$ cat config.mk
export PLATFORM = sky130hd
export DESIGN_NAME = ills_ctrl
export DESIGN_NICKNAME = d
export VERILOG_FILES = /design/src/sv/ills_pkg.sv /design/src/sv/ills_ctrl.sv
export SDC_FILE = /design/constraint.sdc
export NUM_CORES = 1
export LEC_CHECK = 0
export BUFFER_PORTS_ARGS = -buffer_cell sky130_fd_sc_hd__buf_2
export CORE_AREA = 2 2 39 41
export CTS_BUF_LIST = sky130_fd_sc_hd__clkbuf_4 sky130_fd_sc_hd__clkbuf_8
export DETAILED_ROUTE_END_ITERATION = 10
export DIE_AREA = 0 0 41 43
export GPL_TIMING_DRIVEN = 0
export PLACE_DENSITY = 0.67
export SLEW_MARGIN = 20
export SYNTH_ARGS = -nofsm -noshare
export SYNTH_HDL_FRONTEND = slang
export SYNTH_SLANG_ARGS = --single-unit
$ cat constraint.sdc
create_clock -name i_clk -period 3.5 [get_ports i_clk]
set_clock_uncertainty 0.15 [all_clocks]
set_input_delay 0.7 -clock i_clk [delete_from_list [all_inputs] [get_ports i_clk]]
set_output_delay 0.7 -clock i_clk [all_outputs]
set_load 0.02 [all_outputs]
$ cat src/sv/ills_pkg.sv
// ----------------------------------------------------------------------------
// ills_pkg
// Shared types and constants for the indexed linked list splicer.
// ----------------------------------------------------------------------------
`timescale 1ns / 1ps
`default_nettype none

package ills_pkg;

    localparam int ID_W   = 17;
    localparam int MAX_ID = 131071;
    localparam int DEPTH  = MAX_ID + 1;

    typedef logic [ID_W-1:0] t_id;

    localparam t_id MAX_ID_V = t_id'(MAX_ID);

    localparam logic [1:0] OP_INS_AFTER  = 2'd0;
    localparam logic [1:0] OP_INS_BEFORE = 2'd1;
    localparam logic [1:0] OP_QUERY      = 2'd2;

    localparam logic [1:0] ST_OK     = 2'd0;
    localparam logic [1:0] ST_NONE   = 2'd1;
    localparam logic [1:0] ST_REJECT = 2'd2;

    typedef struct packed {
        logic [1:0] operation;
        t_id        target_id;
        t_id        run_length;
    } t_in;

    typedef struct packed {
        logic [1:0] status;
        t_id        left_id;
        t_id        right_id;
    } t_out;

    typedef enum logic [1:0] {
        RES_QUERY,
        RES_NONE,
        RES_REJECT
    } t_res_kind;

    typedef enum logic [1:0] {
        LINK_FIRST,
        LINK_SECOND,
        LINK_THIRD
    } t_link_step;

    typedef struct packed {
        logic       clr_step;
        logic       load;
        logic       rd_first;
        logic       rd_second;
        logic       capture;
        logic       link_en;
        t_link_step link_step;
        logic       pc_upd;
        logic       res_ld;
        t_res_kind  res_kind;
    } t_cmd;

    typedef struct packed {
        logic clr_done;
        logic nop;
        logic is_query;
        logic t_ok;
        logic ovf;
    } t_sts;

endpackage

`default_nettype wire

$ cat src/sv/ills_ctrl.sv
// ----------------------------------------------------------------------------
// ills_ctrl
// Sequencer: init sweep, decode, table reads, three link steps, result.
// ----------------------------------------------------------------------------
`timescale 1ns / 1ps
`default_nettype none

module ills_ctrl import ills_pkg::*; (
    input  wire logic i_clk,
    input  wire logic i_rst_n,
    input  wire logic i_start,
    input  wire t_sts i_sts,
    output t_cmd      o_cmd,
    output logic      o_busy,
    output logic      o_valid
);

    typedef enum logic [3:0] {
        S_CLEAR,
        S_IDLE,
        S_DECODE,
        S_RD_FIRST,
        S_RD_SECOND,
        S_LINK_FIRST,
        S_LINK_SECOND,
        S_LINK_THIRD,
        S_QUERY_EVAL
    } t_state;

    t_state r_state;
    t_state n_state;
    logic   r_valid;

    always_comb begin
        o_cmd           = '0;
        o_cmd.link_step = LINK_FIRST;
        o_cmd.res_kind  = RES_NONE;
        n_state         = r_state;
        case (r_state)
            S_CLEAR: begin
                o_cmd.clr_step = 1'b1;
                if (i_sts.clr_done) begin
                    n_state = S_IDLE;
                end
            end
            S_IDLE: begin
                o_cmd.load = i_start;
                if (i_start) begin
                    n_state = S_DECODE;
                end
            end
            S_DECODE: begin
                priority if (i_sts.nop) begin
                    n_state = S_IDLE;
                end else if (i_sts.is_query && !i_sts.t_ok) begin
                    o_cmd.res_ld   = 1'b1;
                    o_cmd.res_kind = RES_NONE;
                    n_state        = S_IDLE;
                end else if (!i_sts.is_query && (!i_sts.t_ok || i_sts.ovf)) begin
                    o_cmd.res_ld   = 1'b1;
                    o_cmd.res_kind = RES_REJECT;
                    n_state        = S_IDLE;
                end else begin
                    n_state = S_RD_FIRST;
                end
            end
            S_RD_FIRST: begin
                o_cmd.rd_first = 1'b1;
                n_state = i_sts.is_query ? S_QUERY_EVAL : S_RD_SECOND;
            end
            S_RD_SECOND: begin
                o_cmd.rd_second = 1'b1;
                o_cmd.capture   = 1'b1;
                n_state         = S_LINK_FIRST;
            end
            S_LINK_FIRST: begin
                o_cmd.link_en   = 1'b1;
                o_cmd.link_step = LINK_FIRST;
                n_state         = S_LINK_SECOND;
            end
            S_LINK_SECOND: begin
                o_cmd.link_en   = 1'b1;
                o_cmd.link_step = LINK_SECOND;
                n_state         = S_LINK_THIRD;
            end
            S_LINK_THIRD: begin
                o_cmd.link_en   = 1'b1;
                o_cmd.link_step = LINK_THIRD;
                o_cmd.pc_upd    = 1'b1;
                n_state         = S_IDLE;
            end
            S_QUERY_EVAL: begin
                o_cmd.res_ld   = 1'b1;
                o_cmd.res_kind = RES_QUERY;
                n_state        = S_IDLE;
            end
            default: begin
                n_state = S_IDLE;
            end
        endcase
    end

    always_ff @(posedge i_clk) begin
        if (!i_rst_n) begin
            r_state <= S_CLEAR;
            r_valid <= 1'b0;
        end else begin
            r_state <= n_state;
            r_valid <= o_cmd.res_ld;
        end
    end

    assign o_busy  = (r_state != S_IDLE);
    assign o_valid = r_valid;

    a_valid_source: assert property (@(posedge i_clk) disable iff (!i_rst_n)
        r_valid |-> $past(r_state == S_DECODE || r_state == S_QUERY_EVAL))
        else $error("result strobe from unexpected state");

    a_idle_after_init: assert property (@(posedge i_clk) disable iff (!i_rst_n)
        (r_state == S_IDLE) |-> i_sts.clr_done)
        else $error("idle before table init finished");

endmodule

`default_nettype wire

==> results of run 1 <==
-- worst paths after layout --
check,end,slack [ns],depth (start not counted)
min reg2reg,r_state[0],0.43,2
max reg2reg,r_state[1],1.87,4
max,o_cmd[1],0.84,4
min,r_state[0],0.43,2
-- placed cells by master, fill, tap and decap left out --
master	netlist	layout
sky130_fd_sc_hd__inv_1	3	3
sky130_fd_sc_hd__clkbuf_4	0	3
sky130_fd_sc_hd__a2111oi_2	1	1
sky130_fd_sc_hd__buf_2	1	22
sky130_fd_sc_hd__buf_4	1	1
sky130_fd_sc_hd__a211o_1	1	1
sky130_fd_sc_hd__clkinv_2	0	1
sky130_fd_sc_hd__dfxtp_1	5	5
sky130_fd_sc_hd__or4b_4	1	1
sky130_fd_sc_hd__or3b_1	1	1
sky130_fd_sc_hd__nor2_1	8	8
sky130_fd_sc_hd__and3_1	2	2
sky130_fd_sc_hd__or2_1	1	1
sky130_fd_sc_hd__o41ai_1	1	1
sky130_fd_sc_hd__nand3_1	1	1
sky130_fd_sc_hd__a31oi_1	2	2
sky130_fd_sc_hd__or3_1	1	1
sky130_fd_sc_hd__nor3_1	1	1
sky130_fd_sc_hd__clkbuf_1	2	2
sky130_fd_sc_hd__a21oi_2	1	1
sky130_fd_sc_hd__a21boi_1	1	1
sky130_fd_sc_hd__or2b_1	2	2
sky130_fd_sc_hd__o22a_1	1	1
sky130_fd_sc_hd__a211oi_1	1	1
sky130_fd_sc_hd__nand2b_1	2	2
sky130_fd_sc_hd__nor3b_1	3	3
sky130_fd_sc_hd__a311o_1	1	1
sky130_fd_sc_hd__mux2i_1	1	1
sky130_fd_sc_hd__nand2_1	4	4
-- cell families after synthesis --
logic type / count (synthesis)
and+or+nand+nor: 27
AOI/OAI and AO/OA: 10
buffers and inverters: 7
DFF: 5
muxes: 1
-- layer usage --
metal	up-vias	routed length, um	global-route usage
met1	201	466	0.155
met3	0	89	0.0628
met4	0	0	0.0400
met2	17	486	0.203
met5	-	0	0
li1	227	-	-
-- layout make-up --
class / count / area [um^2]
Fill cell: 156 / 850
Multi-Input combinational cell: 38 / 250
Timing Repair Buffer: 21 / 105
Sequential cell: 5 / 100
Clock buffer: 3 / 22.5
Buffer: 4 / 20.0
Tap cell: 16 / 20.0
Inverter: 3 / 11.3
Clock inverter: 1 / 5.00
-- worst reg2reg max path: stages, from the launching register on --
cell,delay (ns)
sky130_fd_sc_hd__dfxtp_1,0.37
sky130_fd_sc_hd__or2_1,0.24
sky130_fd_sc_hd__buf_2,0.17
sky130_fd_sc_hd__or4b_4,0.52
sky130_fd_sc_hd__a21oi_2,0.12
-- registers in the layout (all words and copies together), names as in the netlist --
signal / flops
r_state: 4
o_valid: 1
-- per-stage QoR --
| step | setup slack, ns | hold WS [ns] | power [uW] |
|---|---|---|---|
| finish | 0.844 | 0.429 | 167 |
| global route | 0.788 | 0.454 | 177 |
| CTS | 0.844 | 0.431 | 168 |
| detailed placement | 0.852 | 0.410 | 96.4 |
| global placement | 0.870 | 0.397 | 95.5 |
| floorplan | 0.699 | 0.386 | 83.9 |
-- power groups by stage --
stage                     clock (uW)  combinational (uW)  sequential, uW
after floorplan                    0                22.4            61.5
after global placement             0                33.3            62.2
after detailed placement           0                34.1            62.3
after CTS                       72.2                34.4            60.9
after global routing            77.9                38.0            61.2
final                           71.6                34.5            61.0
==> report_table.html, run 1 <==
<table>
<tr><th>Metric</th><th>Value</th></tr>
<tr><th colspan="2">Run status</th></tr>
<tr><td>Outcome</td><td>finished clean</td></tr>
<tr><th colspan="2">Power</th></tr>
<tr><td>Part of the power in registers</td><td>0.365</td></tr>
<tr><td>Peak supply drop</td><td>~220 uV</td></tr>
<tr><td>Combinational share of power</td><td>0.206</td></tr>
<tr><td>Clk pwr share</td><td>0.429</td></tr>
<tr><td>Sw Pwr</td><td>52.6 uW</td></tr>
<tr><td>Power per Cell Area</td><td>about 310 nW/um^2</td></tr>
<tr><td>Switching fraction of total power</td><td>0.315</td></tr>
<tr><td>Leakage dissipation</td><td>~0.00027 uW</td></tr>
<tr><td>Power Internal</td><td>115 uW</td></tr>
<tr><th colspan="2">Critical path</th></tr>
<tr><td>Crit path largest cell delay</td><td>0.42 ns</td></tr>
<tr><td>Cell repeated most along the worst path</td><td>sky130_fd_sc_hd__buf_2</td></tr>
<tr><td>Worst setup path class</td><td>input pin to output port</td></tr>
<tr><td>Maximum fanout count along the critical path</td><td>3</td></tr>
<tr><td>Crit path from</td><td>i_sts[3]</td></tr>
<tr><td>Critical path startpoint category</td><td>input pin</td></tr>
<tr><td>Largest delay contributor family on the critical path</td><td>simple AND/OR/NAND/NOR gates</td></tr>
<tr><td>Number of buffers and inverters on the critical path</td><td>2</td></tr>
<tr><td>CP required</td><td>2.65 ns</td></tr>
<tr><td>CP cell instances</td><td>buf_2, or3b_1, a2111oi_2, buf_2</td></tr>
<tr><td>Critical-path cell with the highest stage delay</td><td>sky130_fd_sc_hd__or3b_1</td></tr>
<tr><td>Data arrival time of the worst path</td><td>1.81 ns</td></tr>
<tr><td>Worst setup EP type</td><td>output port</td></tr>
<tr><td>Reg2reg start</td><td>r_state[0]</td></tr>
<tr><th colspan="2">Floorplanning</th></tr>
<tr><td>Floorplan core area</td><td>1380 um^2</td></tr>
<tr><td>Initial Utilization</td><td>0.276</td></tr>
<tr><td>IO Pins</td><td>22</td></tr>
<tr><td>Total number of placement rows</td><td>14</td></tr>
<tr><td>Overall die height</td><td>between 40 and 50 um</td></tr>
<tr><td>Floorplan die area</td><td>1760 um^2</td></tr>
<tr><td>Die width</td><td>41 um</td></tr>
<tr><th colspan="2">Timing</th></tr>
<tr><td>Share of the clock period used by the worst path</td><td>0.759</td></tr>
<tr><td>Peak clock frequency supported by timing</td><td>between 0.3 and 0.4 GHz</td></tr>
<tr><td>Final sum of negative setup slack</td><td>0 ns</td></tr>
<tr><td>Number of failing setup endpoints in the final timing report</td><td>0</td></tr>
<tr><td>Least-Margin Pin Slew</td><td>0.387 ns</td></tr>
<tr><td>Slew HR</td><td>0.742</td></tr>
<tr><td>Max-slew violation count</td><td>0</td></tr>
<tr><td>Setup repair after global routing missed its margin</td><td>false</td></tr>
<tr><td>Post-route minimum period</td><td>2.66 ns</td></tr>
<tr><td>Number of failing hold endpoints at the final stage</td><td>0</td></tr>
<tr><th colspan="2">Cells and area</th></tr>
<tr><td>Post-route cell area</td><td>534 um^2</td></tr>
<tr><td>Area added between synthesis and finish</td><td>40.0%</td></tr>
<tr><td>Final standard cell utilization of the core</td><td>0.386</td></tr>
<tr><td>Non-filler instance count after layout</td><td>91</td></tr>
<tr><td>Proportion of layout cells with a drive suffix above 1</td><td>0.400</td></tr>
<tr><td>Number of diodes added for antenna fixing</td><td>0</td></tr>
<tr><td>Net count reported at finish</td><td>84</td></tr>
<tr><th colspan="2">Synthesis</th></tr>
<tr><td>Top cells by area in the synthesized netlist</td><td>sky130_fd_sc_hd__dfxtp_1 (26%), sky130_fd_sc_hd__nor2_1 (7.9%), sky130_fd_sc_hd__nor3b_1 (5.9%), sky130_fd_sc_hd__a2111oi_2 (3.9%), sky130_fd_sc_hd__nand2_1 (3.9%)</td></tr>
<tr><td>Mux contribution to synthesized area</td><td>0.0262</td></tr>
<tr><td>Synthesized area divided by synthesized cell count</td><td>7.63 um^2</td></tr>
<tr><td>Simple logic cell fraction of the synthesized area</td><td>0.400</td></tr>
<tr><td>Ranking of synthesized cells by instance count</td><td>sky130_fd_sc_hd__nor2_1 (8), sky130_fd_sc_hd__dfxtp_1 (5), sky130_fd_sc_hd__nand2_1 (4)</td></tr>
<tr><td>Post-Synthesis Cells</td><td>50</td></tr>
<tr><td>Adder-Cell Fraction of Synth Area</td><td>0</td></tr>
<tr><td>Top-count cell post-synth</td><td>sky130_fd_sc_hd__nor2_1</td></tr>
<tr><td>Post-synthesis sequential area ratio</td><td>0.262</td></tr>
<tr><td>Library cell occupying the most area in the post-synthesis netlist</td><td>sky130_fd_sc_hd__dfxtp_1</td></tr>
<tr><td>Fraction of synthesized cell area in xor and xnor cells</td><td>0</td></tr>
<tr><td>Share of the synthesized area in the top cell type</td><td>0.262</td></tr>
<tr><td>Synth warn</td><td>0</td></tr>
<tr><td>Post-synth top flop</td><td>sky130_fd_sc_hd__dfxtp_1</td></tr>
<tr><td>Nets in the synthesized netlist</td><td>58</td></tr>
<tr><td>Netlist cell types</td><td>27</td></tr>
<tr><td>Post-synthesis compound-gate area fraction</td><td>0.230</td></tr>
<tr><td>Synthesized cell area</td><td>382 um^2</td></tr>
<tr><td>Number of synthesized flops with an enable pin</td><td>0</td></tr>
<tr><td>Flip-flop and latch count after synthesis</td><td>5</td></tr>
<tr><td>Main combinational cell family by area after synthesis</td><td>simple AND/OR/NAND/NOR gates</td></tr>
<tr><td>Share of synthesized flip-flops with an asynchronous set or reset</td><td>0</td></tr>
<tr><th colspan="2">Detailed routing</th></tr>
<tr><td>Total vias in the final route</td><td>445</td></tr>
<tr><td>Post-route antenna net violation count</td><td>0</td></tr>
<tr><td>Remaining routing DRC violations</td><td>0</td></tr>
<tr><td>1st-iter DRT viols</td><td>10</td></tr>
<tr><td>Routed WL per cell</td><td>11.5 um</td></tr>
<tr><td>Wire length reported by the detailed router</td><td>about 1000 um</td></tr>
<tr><td>Number of iterations in the first detailed-routing pass</td><td>2</td></tr>
<tr><td>Detailed-route vias per instance</td><td>around 4.9</td></tr>
<tr><th colspan="2">Clock network</th></tr>
<tr><td>Clk sinks</td><td>5</td></tr>
<tr><td>Later-pin clock latency in the skew report</td><td>between 0.2 and 0.3 ns</td></tr>
<tr><td>Clock Path Buffers</td><td>2</td></tr>
<tr><td>Number of buffers inserted to repair setup after CTS</td><td>0</td></tr>
<tr><td>Clock-pin slew of the registers on the worst-case setup and hold paths</td><td>0.05 ns</td></tr>
<tr><td>Clock tree from TritonCTS</td><td>built</td></tr>
<tr><td>CTS H-tree depth</td><td>1</td></tr>
<tr><td>Post-cts gate resize count</td><td>0</td></tr>
<tr><td>CTS Root Cell</td><td>sky130_fd_sc_hd__clkbuf_4</td></tr>
<tr><td>Cts-stage hold buffer count</td><td>0</td></tr>
<tr><td>Clock buffers created by TritonCTS</td><td>3</td></tr>
<tr><th colspan="2">Global routing</th></tr>
<tr><td>Total routing resource utilization after global routing</td><td>0.132</td></tr>
<tr><td>Wire length of the first global-routing pass</td><td>1570 um</td></tr>
<tr><td>Antenna violations before repair</td><td>0</td></tr>
<tr><td>Sum of overflow across all layers after global routing</td><td>0</td></tr>
<tr><td>Vias in the first global route</td><td>378</td></tr>
<tr><td>Maximum number of pins on one net before global-route repair</td><td>11</td></tr>
<tr><th colspan="2">Flow run</th></tr>
<tr><td>Reported max-cap violation count</td><td>0</td></tr>
<tr><th colspan="2">Placed design</th></tr>
<tr><td>Number of placed instances with taps included</td><td>87</td></tr>
<tr><td>Post-place instance area</td><td>507 um^2</td></tr>
<tr><td>Global placer's final weighted congestion</td><td>about 0.72</td></tr>
<tr><td>DP HPWL</td><td>777 um</td></tr>
<tr><td>Total of buffers placed on input and output ports</td><td>21</td></tr>
<tr><th colspan="2">Hold path</th></tr>
<tr><td>Hold Path Origin</td><td>r_state[1]</td></tr>
<tr><td>Worst hold-check path type</td><td>flop to flop</td></tr>
</table>
Power figures use the tool's default switching activity.
==> run 2: changes to the inputs <==
--- a/config.mk
+++ b/config.mk
@@ -11,7 +11,7 @@
 export DETAILED_ROUTE_END_ITERATION = 10
 export DIE_AREA = 0 0 41 43
 export GPL_TIMING_DRIVEN = 0
-export PLACE_DENSITY = 0.67
+export PLACE_DENSITY = 0.69
 export SLEW_MARGIN = 20
 export SYNTH_ARGS = -nofsm -noshare
 export SYNTH_HDL_FRONTEND = slang
==> constraint.sdc (replaced) <==
create_clock -name i_clk -period 2.2 [get_ports i_clk]
set_clock_uncertainty 0.15 [all_clocks]
set_input_delay 0.44 -clock i_clk [delete_from_list [all_inputs] [get_ports i_clk]]
set_output_delay 0.44 -clock i_clk [all_outputs]
set_load 0.02 [all_outputs]
==> report_table.html, run 2 (synthesis gave the netlist of run 1 again) <==
<table>
<tr><th>Metric</th><th>Value</th></tr>
<tr><th colspan="2">Run status</th></tr>
<tr><td>Outcome</td><td>finished clean</td></tr>
<tr><th colspan="2">Timing</th></tr>
<tr><td>Slew HR</td><td>0.823</td></tr>
<tr><td>Setup repair after global routing missed its margin</td><td>false</td></tr>
<tr><td>Peak clock frequency supported by timing</td><td>0.470 GHz</td></tr>
<tr><td>Post-route minimum period</td><td>around 2.1 ns</td></tr>
<tr><td>Final sum of negative setup slack</td><td>0 ns</td></tr>
<tr><td>Max-slew violation count</td><td>0</td></tr>
<tr><td>Number of failing setup endpoints in the final timing report</td><td>0</td></tr>
<tr><td>Least-Margin Pin Slew</td><td>between 0.2 and 0.3 ns</td></tr>
<tr><td>Share of the clock period used by the worst path</td><td>0.967</td></tr>
<tr><td>Number of failing hold endpoints at the final stage</td><td>0</td></tr>
<tr><th colspan="2">Clock network</th></tr>
<tr><td>Clock buffers created by TritonCTS</td><td>3</td></tr>
<tr><td>Clock tree from TritonCTS</td><td>built</td></tr>
<tr><td>Clk sinks</td><td>5</td></tr>
<tr><td>Clock Path Buffers</td><td>2</td></tr>
<tr><td>Number of buffers inserted to repair setup after CTS</td><td>0</td></tr>
<tr><td>CTS H-tree depth</td><td>1</td></tr>
<tr><td>CTS Root Cell</td><td>sky130_fd_sc_hd__clkbuf_4</td></tr>
<tr><td>Later-pin clock latency in the skew report</td><td>0.23 ns</td></tr>
<tr><td>Clock-pin slew of the registers on the worst-case setup and hold paths</td><td>0.04 ns</td></tr>
<tr><th colspan="2">Detailed routing</th></tr>
<tr><td>Routed WL per cell</td><td>around 11 um</td></tr>
<tr><td>Wire length reported by the detailed router</td><td>1030 um</td></tr>
<tr><td>1st-iter DRT viols</td><td>2</td></tr>
<tr><td>Remaining routing DRC violations</td><td>0</td></tr>
<tr><td>Post-route antenna net violation count</td><td>0</td></tr>
<tr><td>Number of iterations in the first detailed-routing pass</td><td>2</td></tr>
<tr><td>Total vias in the final route</td><td>440</td></tr>
<tr><td>Detailed-route vias per instance</td><td>4.84</td></tr>
<tr><th colspan="2">Hold path</th></tr>
<tr><td>Worst hold path stage count</td><td>3</td></tr>
<tr><td>Worst hold-check path type</td><td>input pin to flop</td></tr>
<tr><td>Worst Hold Path EP</td><td>r_state[0]</td></tr>
<tr><td>Hold Path Origin</td><td>i_rst_n</td></tr>
<tr><th colspan="2">Floorplanning</th></tr>
<tr><td>Initial Utilization</td><td>0.276</td></tr>
<tr><td>Die width</td><td>a little over 40 um</td></tr>
<tr><td>Overall die height</td><td>between 40 and 50 um</td></tr>
<tr><td>Floorplan core area</td><td>roughly 1400 um^2</td></tr>
<tr><td>Floorplan die area</td><td>between 1500 and 2000 um^2</td></tr>
<tr><td>Total number of placement rows</td><td>14</td></tr>
<tr><td>IO Pins</td><td>22</td></tr>
<tr><th colspan="2">Power</th></tr>
<tr><td>Power Internal</td><td>199 uW</td></tr>
<tr><td>Leakage dissipation</td><td>0.000290 uW</td></tr>
<tr><td>Peak supply drop</td><td>169 uV</td></tr>
<tr><td>Part of the power in registers</td><td>0.360</td></tr>
<tr><td>Clk pwr share</td><td>0.424</td></tr>
<tr><td>Combinational share of power</td><td>0.216</td></tr>
<tr><td>Switching fraction of total power</td><td>0.265</td></tr>
<tr><td>Power per Cell Area</td><td>475 nW/um^2</td></tr>
<tr><td>Sw Pwr</td><td>71.7 uW</td></tr>
<tr><th colspan="2">Cells and area</th></tr>
<tr><td>Highest-count cells in the layout ignoring fill and taps</td><td>sky130_fd_sc_hd__buf_2 (20), sky130_fd_sc_hd__nor2_1 (8), sky130_fd_sc_hd__nand2_1 (4), sky130_fd_sc_hd__clkbuf_4 (4)</td></tr>
<tr><td>Number of fill cells in the layout</td><td>160</td></tr>
<tr><td>Area added between synthesis and finish</td><td>49.2%</td></tr>
<tr><td>Net count reported at finish</td><td>84</td></tr>
<tr><td>Leading cell type in the layout, fill and taps excluded</td><td>sky130_fd_sc_hd__buf_2</td></tr>
<tr><td>Proportion of layout cells with a drive suffix above 1</td><td>0.480</td></tr>
<tr><td>Biggest register</td><td>r_state</td></tr>
<tr><td>Number of diodes added for antenna fixing</td><td>0</td></tr>
<tr><td>Final standard cell utilization of the core</td><td>0.411</td></tr>
<tr><td>Number of flip-flops in the largest register</td><td>4</td></tr>
<tr><th colspan="2">Critical path</th></tr>
<tr><td>Worst setup path class</td><td>flop to output port</td></tr>
<tr><td>Register-to-Register Path Depth</td><td>4</td></tr>
<tr><td>Data arrival time of the worst path</td><td>1.54 ns</td></tr>
<tr><td>Critical path startpoint category</td><td>flop</td></tr>
<tr><td>Reg2reg start</td><td>r_state[0]</td></tr>
<tr><td>Worst setup EP type</td><td>output port</td></tr>
<tr><td>Maximum fanout count along the critical path</td><td>4</td></tr>
<tr><td>Register-to-register setup slack</td><td>0.59 ns</td></tr>
<tr><td>CP required</td><td>1.61 ns</td></tr>
<tr><td>Capturing point of the worst reg2reg path</td><td>r_state[1]</td></tr>
<tr><th colspan="2">Global routing</th></tr>
<tr><td>Antenna violations before repair</td><td>0</td></tr>
<tr><td>Maximum number of pins on one net before global-route repair</td><td>11</td></tr>
<tr><td>Total routing resource utilization after global routing</td><td>0.125</td></tr>
<tr><td>Sum of overflow across all layers after global routing</td><td>0</td></tr>
<tr><td>Vias in the first global route</td><td>approximately 390</td></tr>
<tr><td>Wire length of the first global-routing pass</td><td>1470 um</td></tr>
<tr><th colspan="2">Placed design</th></tr>
<tr><td>Global placer's final weighted congestion</td><td>roughly 0.7</td></tr>
<tr><td>DP HPWL</td><td>between 800 and 900 um</td></tr>
<tr><td>Total of buffers placed on input and output ports</td><td>21</td></tr>
<tr><th colspan="2">Flow run</th></tr>
<tr><td>Reported max-cap violation count</td><td>0</td></tr>
</table>
==> run 2: repair_timing <==
| item | CTS | global route |
|---|---|---|
| pin swaps | 0 | 1 |
| endpoints found under the setup margin | 1 | 4 |
| hold buffers | 0 | 0 |
| cloned | 0 | 0 |
| resized for setup | 1 | 11 |
==> run 2: area by class of cell <==
type                            instances  area, um^2  share of cell area
Inverter                                3        11.3              0.0198
Multi-Input combinational cell         38         270               0.475
Tap cell                               16        20.0              0.0352
Clock buffer                            4        30.0              0.0527
Timing Repair Buffer                   21         108               0.189
Sequential cell                         5         105               0.185
Buffer                                  4        25.0              0.0440
==> run 2: worst max path at each step <==
stage | start | end | slack (ns) | cells after the start
2_1_floorplan | r_state[0] | o_cmd[8] | 0.03 | 4
3_3_place_gp | i_sts[3] | o_cmd[0] | 0.12 | 5
3_5_place_dp | i_sts[3] | o_cmd[0] | 0.08 | 5
4_1_cts | r_state[3] | o_cmd[0] | 0.004 | 5
5_1_grt | r_state[1] | o_cmd[0] | 0.02 | 4
6_report | r_state[1] | o_cmd[0] | 0.07 | 4
==> run 2: power by group through the flow <==
stage	Combinational [uW]	Sequential [uW]	Clock, uW
3_5_place_dp	56.9	98.8	0
6_report	58.5	97.5	115
5_1_grt	64.6	97.7	124
4_1_cts	57.2	97.6	119
3_3_place_gp	55.6	98.6	0
2_1_floorplan	37.1	97.8	0
==> run 2: worst max-delay path: stages, from the launching register on <==
cell and delay, ns:
sky130_fd_sc_hd__dfxtp_1 0.34, sky130_fd_sc_hd__or3b_4 0.42, sky130_fd_sc_hd__a2111oi_4 0.29, sky130_fd_sc_hd__a31oi_1 0.08
sky130_fd_sc_hd__buf_4 0.17
==> run 2: stage by stage <==
stage | power, uW | setup slack (ns) | hold WS (ns) | instance area [um^2] | cells
floorplan | 135 | 0.0316 | 0.386 | 394 | 50
global placement | 154 | 0.119 | 0.421 | 519 | 87
detailed placement | 156 | 0.0828 | 0.437 | 519 | 87
CTS | 274 | 0.00436 | 0.318 | 551 | 91
global route | 286 | 0.0213 | 0.336 | 569 | 91
finish | 271 | 0.0729 | 0.324 | 569 | 91
==> run 2: per-layer routing <==
layer	vias to the layer above	global-route usage	routed length, um
li1	227	-	-
met1	199	0.126	418
met2	14	0.219	533
met3	0	0.0314	74
met4	0	0.0600	0
met5	-	0	0
==> run 3: changes to the inputs <==
--- a/config.mk
+++ b/config.mk
@@ -5,13 +5,13 @@
 export SDC_FILE = /design/constraint.sdc
 export NUM_CORES = 1
 export LEC_CHECK = 0
-export BUFFER_PORTS_ARGS = -buffer_cell sky130_fd_sc_hd__buf_2
 export CORE_AREA = 2 2 39 41
 export CTS_BUF_LIST = sky130_fd_sc_hd__clkbuf_4 sky130_fd_sc_hd__clkbuf_8
 export DETAILED_ROUTE_END_ITERATION = 10
 export DIE_AREA = 0 0 41 43
+export DONT_BUFFER_PORTS = 1
 export GPL_TIMING_DRIVEN = 0
-export PLACE_DENSITY = 0.69
+export PLACE_DENSITY = 0.55
 export SLEW_MARGIN = 20
 export SYNTH_ARGS = -nofsm -noshare
 export SYNTH_HDL_FRONTEND = slang
==> report_table.html, run 3 (synthesis gave the netlist of run 1 again) <==
<table>
<tr><th>Metric</th><th>Value</th></tr>
<tr><th colspan="2">Hold path</th></tr>
<tr><td>Worst hold-check path type</td><td>input pin to flop</td></tr>
<tr><th colspan="2">Cells and area</th></tr>
<tr><td>Proportion of layout cells with a drive suffix above 1</td><td>0.429</td></tr>
<tr><td>Biggest register</td><td>r_state</td></tr>
<tr><td>Number of diodes added for antenna fixing</td><td>0</td></tr>
<tr><td>Area added between synthesis and finish</td><td>35.4%</td></tr>
<tr><td>Highest-count cells in the layout ignoring fill and taps</td><td>sky130_fd_sc_hd__nor2_1 (8), sky130_fd_sc_hd__clkbuf_4 (4), sky130_fd_sc_hd__dfxtp_2 (4)</td></tr>
<tr><td>Final standard cell utilization of the core</td><td>0.373</td></tr>
<tr><td>Area of combinational cells with multiple inputs</td><td>309 um^2</td></tr>
<tr><td>Net count reported at finish</td><td>65</td></tr>
<tr><td>Storage element area</td><td>about 110 um^2</td></tr>
<tr><td>Leading cell type in the layout, fill and taps excluded</td><td>sky130_fd_sc_hd__nor2_1</td></tr>
<tr><td>Number of fill cells in the layout</td><td>152</td></tr>
<tr><td>Non-filler instance count after layout</td><td>72</td></tr>
<tr><td>Number of flip-flops in the largest register</td><td>4</td></tr>
<tr><th colspan="2">Clock network</th></tr>
<tr><td>Clock tree from TritonCTS</td><td>built</td></tr>
<tr><td>CTS Root Cell</td><td>sky130_fd_sc_hd__clkbuf_4</td></tr>
<tr><td>Clock Path Buffers</td><td>2</td></tr>
<tr><td>CTS H-tree depth</td><td>1</td></tr>
<tr><td>Clock-pin slew of the registers on the worst-case setup and hold paths</td><td>0.04 ns</td></tr>
<tr><td>Clk sinks</td><td>5</td></tr>
<tr><td>Later-pin clock latency in the skew report</td><td>0.24 ns</td></tr>
<tr><td>Cts-stage hold buffer count</td><td>0</td></tr>
<tr><td>Clock buffers created by TritonCTS</td><td>3</td></tr>
<tr><th colspan="2">Placed design</th></tr>
<tr><td>Number of placed instances with taps included</td><td>66</td></tr>
<tr><td>DP HPWL</td><td>between 700 and 800 um</td></tr>
<tr><td>Global placer's final weighted congestion</td><td>0.722</td></tr>
<tr><td>Total of buffers placed on input and output ports</td><td>0</td></tr>
<tr><th colspan="2">Power</th></tr>
<tr><td>Power per Cell Area</td><td>roughly 500 nW/um^2</td></tr>
<tr><td>Leakage dissipation</td><td>0.000207 uW</td></tr>
<tr><td>Peak supply drop</td><td>188 uV</td></tr>
<tr><th colspan="2">Critical path</th></tr>
<tr><td>Worst setup path class</td><td>flop to output port</td></tr>
<tr><td>Worst setup EP type</td><td>output port</td></tr>
<tr><td>Data arrival time of the worst path</td><td>1.59 ns</td></tr>
<tr><td>Critical-path cell with the highest stage delay</td><td>sky130_fd_sc_hd__a2111oi_4</td></tr>
<tr><td>Maximum fanout count along the critical path</td><td>3</td></tr>
<tr><td>Crit path largest cell delay</td><td>0.53 ns</td></tr>
<tr><td>CP required</td><td>1.61 ns</td></tr>
<tr><td>Critical path startpoint category</td><td>flop</td></tr>
<tr><td>CP cell instances</td><td>or3b_4, a2111oi_4, a31oi_4</td></tr>
<tr><th colspan="2">Floorplanning</th></tr>
<tr><td>Total number of placement rows</td><td>14</td></tr>
<tr><td>Floorplan die area</td><td>1760 um^2</td></tr>
<tr><td>Die width</td><td>41 um</td></tr>
<tr><td>Overall die height</td><td>43 um</td></tr>
<tr><td>IO Pins</td><td>22</td></tr>
<tr><td>Floorplan core area</td><td>1380 um^2</td></tr>
<tr><td>Initial Utilization</td><td>0.276</td></tr>
<tr><th colspan="2">Global routing</th></tr>
<tr><td>Antenna violations before repair</td><td>0</td></tr>
<tr><td>Sum of overflow across all layers after global routing</td><td>0</td></tr>
<tr><td>Total routing resource utilization after global routing</td><td>0.122</td></tr>
<tr><td>Maximum number of pins on one net before global-route repair</td><td>11</td></tr>
<tr><td>Vias in the first global route</td><td>350</td></tr>
<tr><td>Wire length of the first global-routing pass</td><td>1390 um</td></tr>
<tr><th colspan="2">Timing</th></tr>
<tr><td>Number of failing setup endpoints in the final timing report</td><td>0</td></tr>
<tr><td>Max-slew violation count</td><td>0</td></tr>
<tr><td>Least-Margin Pin Slew</td><td>0.562 ns</td></tr>
<tr><td>Setup repair after global routing missed its margin</td><td>true</td></tr>
<tr><td>Share of the clock period used by the worst path</td><td>0.990</td></tr>
<tr><td>Post-route minimum period</td><td>2.18 ns</td></tr>
<tr><td>Slew HR</td><td>0.625</td></tr>
<tr><td>Number of failing hold endpoints at the final stage</td><td>0</td></tr>
<tr><td>Peak clock frequency supported by timing</td><td>about 0.46 GHz</td></tr>
<tr><th colspan="2">Detailed routing</th></tr>
<tr><td>Routed WL per cell</td><td>12.3 um</td></tr>
<tr><td>Detailed-route vias per instance</td><td>~5</td></tr>
<tr><td>Wire length reported by the detailed router</td><td>887 um</td></tr>
<tr><td>Post-route antenna net violation count</td><td>0</td></tr>
<tr><td>Remaining routing DRC violations</td><td>0</td></tr>
<tr><td>Total vias in the final route</td><td>371</td></tr>
<tr><td>1st-iter DRT viols</td><td>4</td></tr>
<tr><td>Number of iterations in the first detailed-routing pass</td><td>3</td></tr>
<tr><th colspan="2">Flow run</th></tr>
<tr><td>Reported max-cap violation count</td><td>0</td></tr>
<tr><th colspan="2">Run status</th></tr>
<tr><td>Outcome</td><td>finished clean</td></tr>
</table>
==> run 3: cell types whose count changed in the layout (fill, tap and decap cells not counted), sizes merged <==
cell and change:
buf -19
==> run 3: per-stage QoR <==
step	hold slack, ns	total power (uW)	cell area, um^2	worst slack, ns	setup TNS, ns
finish	0.174	258	517	0.0223	0
global route	0.162	280	517	-0.0263	-0.0263
CTS	0.171	264	495	0.000982	0
detailed placement	0.430	140	414	-0.0662	-0.0662
global placement	0.436	140	414	-0.0629	-0.0629
floorplan	0.386	135	394	0.0316	0
==> run 3: worst paths after layout <==
path / startpoint / end / slack [ns] / cells after the start
setup / recovery: r_state[1] / o_cmd[0] / 0.02 / 3
hold / removal: i_rst_n / r_state[0] / 0.17 / 2
setup reg to reg: r_state[1] / r_state[1] / 0.51 / 4
hold reg to reg: r_state[2] / r_state[0] / 0.42 / 2
==> run 3: routing by layer <==
metal  GRT usage  vias to the layer above  wire length, um
met3      0.0471                        2               57
met1       0.129                      168              377
met4      0.0800                        0                8
li1            -                      190                -
met5           0                        -                0
met2       0.188                       11              445
==> run 3: final cells by class <==
type                       count  area share
tap                           16      0.0387
timing repair buffer           2      0.0291
buffer                         4      0.0508
multi-input combinational     38       0.598
inverter                       3      0.0218
clock buffer                   4      0.0581
sequential                     5       0.203
==> run 3: worst max-delay path, delay by kind of cell, from the launching register on <==
kind	cells	cell delay (ns)
and+or+nand+nor	1	0.39
DFF	1	0.33
AOI/OAI and AO/OA	2	0.63
==> run 3: repair_timing <==
action                                  CTS  global route
endpoints found under the setup margin    4             8
pin swaps                                 2             1
buffers inserted                          2             0
resized for setup                         8            10
==> run 3: where the power goes <==
part | internal, uW | switching, uW | leakage (uW)
Sequential | 94.0 | 3.79 | 0.0000424
Clock | 80.6 | 33.6 | 0.0000184
Combinational | 17.1 | 29.3 | 0.000146
Total | 192 | 66.7 | 0.000207
